File: src/rtl/core/wsf_ram.sv
// Generic single-write, single-read synchronous RAM with registered read.
// No dependencies.
`timescale 1ns / 1ps
module wsf_ram #(
    parameter int WIDTH = 8,
    parameter int DEPTH = 16
) (
    input  logic                     i_clk,
    input  logic                     i_we,
    input  logic [$clog2(DEPTH)-1:0] i_waddr,
    input  logic [WIDTH-1:0]         i_wdata,
    input  logic [$clog2(DEPTH)-1:0] i_raddr,
    output logic [WIDTH-1:0]         o_rdata
);
    logic [WIDTH-1:0] r_mem [DEPTH];
    logic [WIDTH-1:0] r_rdata;

    always_ff @(posedge i_clk) begin
        if (i_we) begin
            r_mem[i_waddr] <= i_wdata;
        end
        r_rdata <= r_mem[i_raddr];
    end

    assign o_rdata = r_rdata;
endmodule

File: config.mk
export PLATFORM = sky130hd
export DESIGN_NAME = wsf_ram
export DESIGN_NICKNAME = d
export VERILOG_FILES = /design/src/rtl/core/wsf_ram.sv
export SDC_FILE = /design/constraint.sdc
export NUM_CORES = 1
export LEC_CHECK = 0
export BUFFER_PORTS_ARGS = -buffer_cell sky130_fd_sc_hd__clkbuf_2
export CORE_MARGIN = 2
export CORE_UTILIZATION = 45
export CTS_BUF_LIST = sky130_fd_sc_hd__clkbuf_4 sky130_fd_sc_hd__clkbuf_8
export CTS_CLUSTER_DIAMETER = 50
export DETAILED_ROUTE_END_ITERATION = 16
export GPL_ROUTABILITY_DRIVEN = 0
export HOLD_SLACK_MARGIN = 0.03
export PLACE_DENSITY = 0.7
export SYNTH_ARGS = -nofsm -noshare
export SYNTH_HDL_FRONTEND = slang
export SYNTH_SLANG_ARGS = --single-unit
File: constraint.sdc
create_clock -name i_clk -period 2 [get_ports i_clk]
set_clock_uncertainty 0.2 [all_clocks]
set_input_delay 0.3 -clock i_clk [delete_from_list [all_inputs] [get_ports i_clk]]
set_output_delay 0.3 -clock i_clk [all_outputs]
set_load 0.03 [all_outputs]
Word-level counts from Yosys, hierarchy flattened

Memory sizes are Yosys's and may differ from the RTL's. A register that Yosys moved wholly into a read port is not among the register bits.
Cells that the tools add are included.

Register bits: 0
Logic and storage cells: 3
Memories: 1
Output and inout bits: 8
Bits in writable memories: 128
Input bits: 18

Multiplexer cells: 2

Memory list:

| name  | words | width | rd ports | clocked after Yosys merged registers in | wr ports | RTL line | text |
|---|---|---|---|---|---|---|---|
| r_mem | 16    | 8     | 1        | 1                                       | 1        | 15       | `logic [WIDTH-1:0] r_mem [DEPTH];` |

Operator list:

| cell              | number |
|---|---|
| 1-bit two-way mux | 2 |

Depth between registers and ports, before layout

Word-level depth: 2
Depth in mapped cells: 5

Worst setup path after synthesis

Ideal clock, no wire load.

Path kind: input to register
Start point: in i_waddr[2]
End point: mem r_mem[0][0] (enable)
Data arrival time: 1.410 ns
Data required time: 1.417 ns
Stages on the path: 2
Setup slack: 0.007 ns
Cells stage by stage: or3b_2 > nor3_1

RTL lines:

| item               | RTL line | text |
|---|---|---|
| start: declaration | 10       | `input logic [$clog2(DEPTH)-1:0] i_waddr,` |
| end: declaration   | 15       |  |

No word-level cell before the write port.

==> insert_results.sql <==
INSERT INTO impl_metrics (metric_group, metric, value, unit) VALUES
('floorplanning', 'placeableCoreArea', '0.0113', 'mm^2'),
('cells_and_area', 'finish.cell_count_without_fillers', '440', ''),
('place', 'dpl.hpwl', '5850', 'um'),
('floorplanning', 'initial_utilization', '45.7', '%'),
('clock_network', 'numClockSinks', '136', ''),
('timing', 'clock.fmax', '0.631', 'GHz'),
('synthesis', 'net_count_synth', '247', ''),
('global_route', 'grt_antenna_before_repair', '0', ''),
('floorplanning', 'die_h', '111', 'um'),
('timing', 'summed_negative_setup_slack_over_all_endpoints', '0', 'ns'),
('cells_and_area', 'num_antenna_cells', '0', ''),
('global_route', 'grt_max_degree', '33', ''),
('critical_path', 'critical_path_peak_fanout', '1', ''),
('synthesis', 'post_synth_instance_area', '0.00515', 'mm^2'),
('place', 'dp_cells', '408', ''),
('synthesis', 'syn_area_per_cell', '22.5', 'um^2'),
('global_route', 'gr_util_met2', '27.5', '%'),
('timing', 'finalHoldViolations', '0', ''),
('clock_network', 'cts_resized', '0', ''),
('run', 'number_of_violations_of_the_max_capacitance_limit', '0', ''),
('cells_and_area', 'nets', '302', ''),
('pwr', 'vdd_ir_drop_max', '0.442', 'mV'),
('clock_network', 'inserted_clock_buffers', '17', ''),
('cells_and_area', 'layout_commonest_cell', 'sky130_fd_sc_hd__edfxtp_1', ''),
('route', 'vias_per_std_cell', '5.45', ''),
('global_route', 'grt_pass1_vias', '2583', ''),
('route', 'detailroute.via_count', '2398', ''),
('floorplanning', 'die_area', '0.0123', 'mm^2'),
('synthesis', 'synth_seq_area_share', '77.8', '%'),
('clock_network', 'tritoncts', 'yes', ''),
('route', 'antenna_violating_nets_post_route', '0', ''),
('place', 'total_of_buffers_placed_on_input_and_output_ports', '25', ''),
('clock_network', 'cts.reportedPaths.clkPinSlew', '0.08', 'ns'),
('clock_network', 'cts-htree-levels', '4', ''),
('global_route', 'grtUsageTotal', '16.8', '%'),
('cells_and_area', 'layout.cells.most_common_list', 'sky130_fd_sc_hd__edfxtp_1, sky130_fd_sc_hd__clkbuf_2, sky130_fd_sc_hd__mux4_2, sky130_fd_sc_hd__clkbuf_8, sky130_fd_sc_hd__buf_4', ''),
('route', 'drtPass1Iterations', '6', ''),
('clock_network', 'insertion_delay', '0.44', 'ns'),
('clock_network', 'postCtsHoldBufs', '0', ''),
('timing', 'worst_pin_slew', '0.397', 'ns'),
('critical_path', 'worst-setup-path-type', 'register to register', ''),
('critical_path', 'worst_setup_path_start_kind', 'register', ''),
('global_route', 'grt.met3_usage', '4.98', '%'),
('timing', 'rsz0062_at_grt', 'false', ''),
('critical_path', 'cp_data_required_time', '2.13', 'ns'),
('pwr', 'power_leakage', '2.02', 'nW'),
('timing', 'setup_violations', '0', ''),
('synthesis', 'ys_warn_count', '0', ''),
('global_route', 'globalRoute.busiestLayer', 'met2', ''),
('timing', 'post-route-min-period', '1.58', 'ns'),
('clock_network', 'cts.path.max_buffers', '2', ''),
('outcome', 'outcome', 'complete, no violations', ''),
('route', 'routed_length_per_placed_instance', '21.3', 'um'),
('cells_and_area', 'area_growth', '16.2', '%'),
('floorplanning', 'rows', '39', ''),
('pwr', 'power.density_cell_area', '977', 'mW/mm^2'),
('synthesis', 'synthCells', '229', ''),
('clock_network', 'postCtsSetupBuffers', '0', ''),
('timing', 'max_slew_headroom', '73.6', '%'),
('cells_and_area', 'post_route_cells_drive_above_1_share', '32.7', '%'),
('global_route', 'grt.overflow.total', '0', ''),
('global_route', 'global_route_wire_length_before_repair', '14800', 'um'),
('route', 'route.detailed.drc', '0', ''),
('route', 'drt_iter0_markers', '175', ''),
('critical_path', 'nature_of_the_critical_path_endpoint', 'register', ''),
('synthesis', 'yosys_register_bits', '136', ''),
('route', 'wl', '9390', 'um'),
('floorplanning', 'io_pins', '26', ''),
('clock_network', 'ctsRootBufferMaster', 'sky130_fd_sc_hd__clkbuf_8', ''),
('timing', 'final.period_utilization', '79.2', '%'),
('synthesis', 'synth.lib_cells_used.distinct', '19', ''),
('critical_path', 'crit_arrival', '1.71', 'ns'),
('min_path', 'hold_path_class', 'primary input to register', ''),
('global_route', 'grt_util_met1', '20.7', '%'),
('floorplanning', 'die-width', '111', 'um'),
('timing', 'timing_max_transition_violations_final', '0', '');
## synth_stat cells, drive strengths merged
cell type	number	area [um^2]
nor2b	1	6.26
nor2	13	48.8
nand3	1	5.00
clkdlybuf4s25	3	30.0
and2b	1	7.51
or3b	1	8.76
nand2b	2	12.5
nand2	9	33.8
nand3b	2	15.0
buf	7	56.3
nor3	4	20.0
dfxtp	8	160
a22oi	16	120
and2	1	6.26
mux4	32	773
edfxtp	128	3840
## metal layers
layer,vias up,part of all wire [%]
met4,0,1.7
met1,1229,41
li1,1078,-
met3,13,5.2
met2,78,52
met5,-,0
## metrics by stage
stage | power [mW] | utilization [%] | hold slack, ns | cell area [um^2] | setup slack [ns]
6_report | 5.85 | 53.1 | 0.0751 | 5980 | 0.415
5_1_grt | 6.05 | 53.1 | 0.0874 | 5980 | 0.363
4_1_cts | 5.90 | 53.1 | 0.0681 | 5980 | 0.425
3_5_place_dp | 3.60 | 49.3 | 0.449 | 5560 | 0.0453
3_3_place_gp | 3.59 | 49.3 | 0.439 | 5560 | 0.0892
2_1_floorplan | 3.46 | - | 0.199 | 5150 | 0.00713
## worst paths after layout
check,start,cells after the start,to,slack [ns]
min reg2reg,r_mem[7][0]$_DFFE_PP_,3,o_rdata[0]$_DFF_P_,0.46
max,r_mem[1][2]$_DFFE_PP_,3,o_rdata[2]$_DFF_P_,0.42
max reg2reg,r_mem[1][2]$_DFFE_PP_,3,o_rdata[2]$_DFF_P_,0.42
min,i_wdata[7],1,r_mem[1][7]$_DFFE_PP_,0.08
## worst max-delay path: stages (launching register included)
cell	delay (ns)
sky130_fd_sc_hd__edfxtp_1	0.38
sky130_fd_sc_hd__mux4_1	0.52
sky130_fd_sc_hd__a22oi_1	0.29
sky130_fd_sc_hd__nand2_1	0.09
## cell families after synthesis
| group | share of synthesized area [%] |
|---|---|
| mux | 15.0 |
| flops | 77.8 |
| buf+inv | 1.68 |
| simple gates | 3.18 |
| compound gates | 2.33 |
## state kept, by name (all words and copies together), names as in the netlist
signal and count:
r_mem 128, o_rdata 8
## final cells by class
class,instances,area [um^2]
Fill cell,849,5290
Multi-Input combinational cell,83,1060
Clock buffer,18,248
Clock inverter,14,175
Sequential cell,136,4000
Timing Repair Buffer,46,320
Tap cell,143,179
## power by group
part           leakage [nW]  internal [mW]  switching, mW  total [mW]
clock network         0.193           1.27           1.05        2.32
logic                 0.599          0.133          0.194       0.327
registers              1.22           3.18         0.0191        3.20
total                  2.02           4.58           1.26        5.85
(Power assumes the default switching activity.)
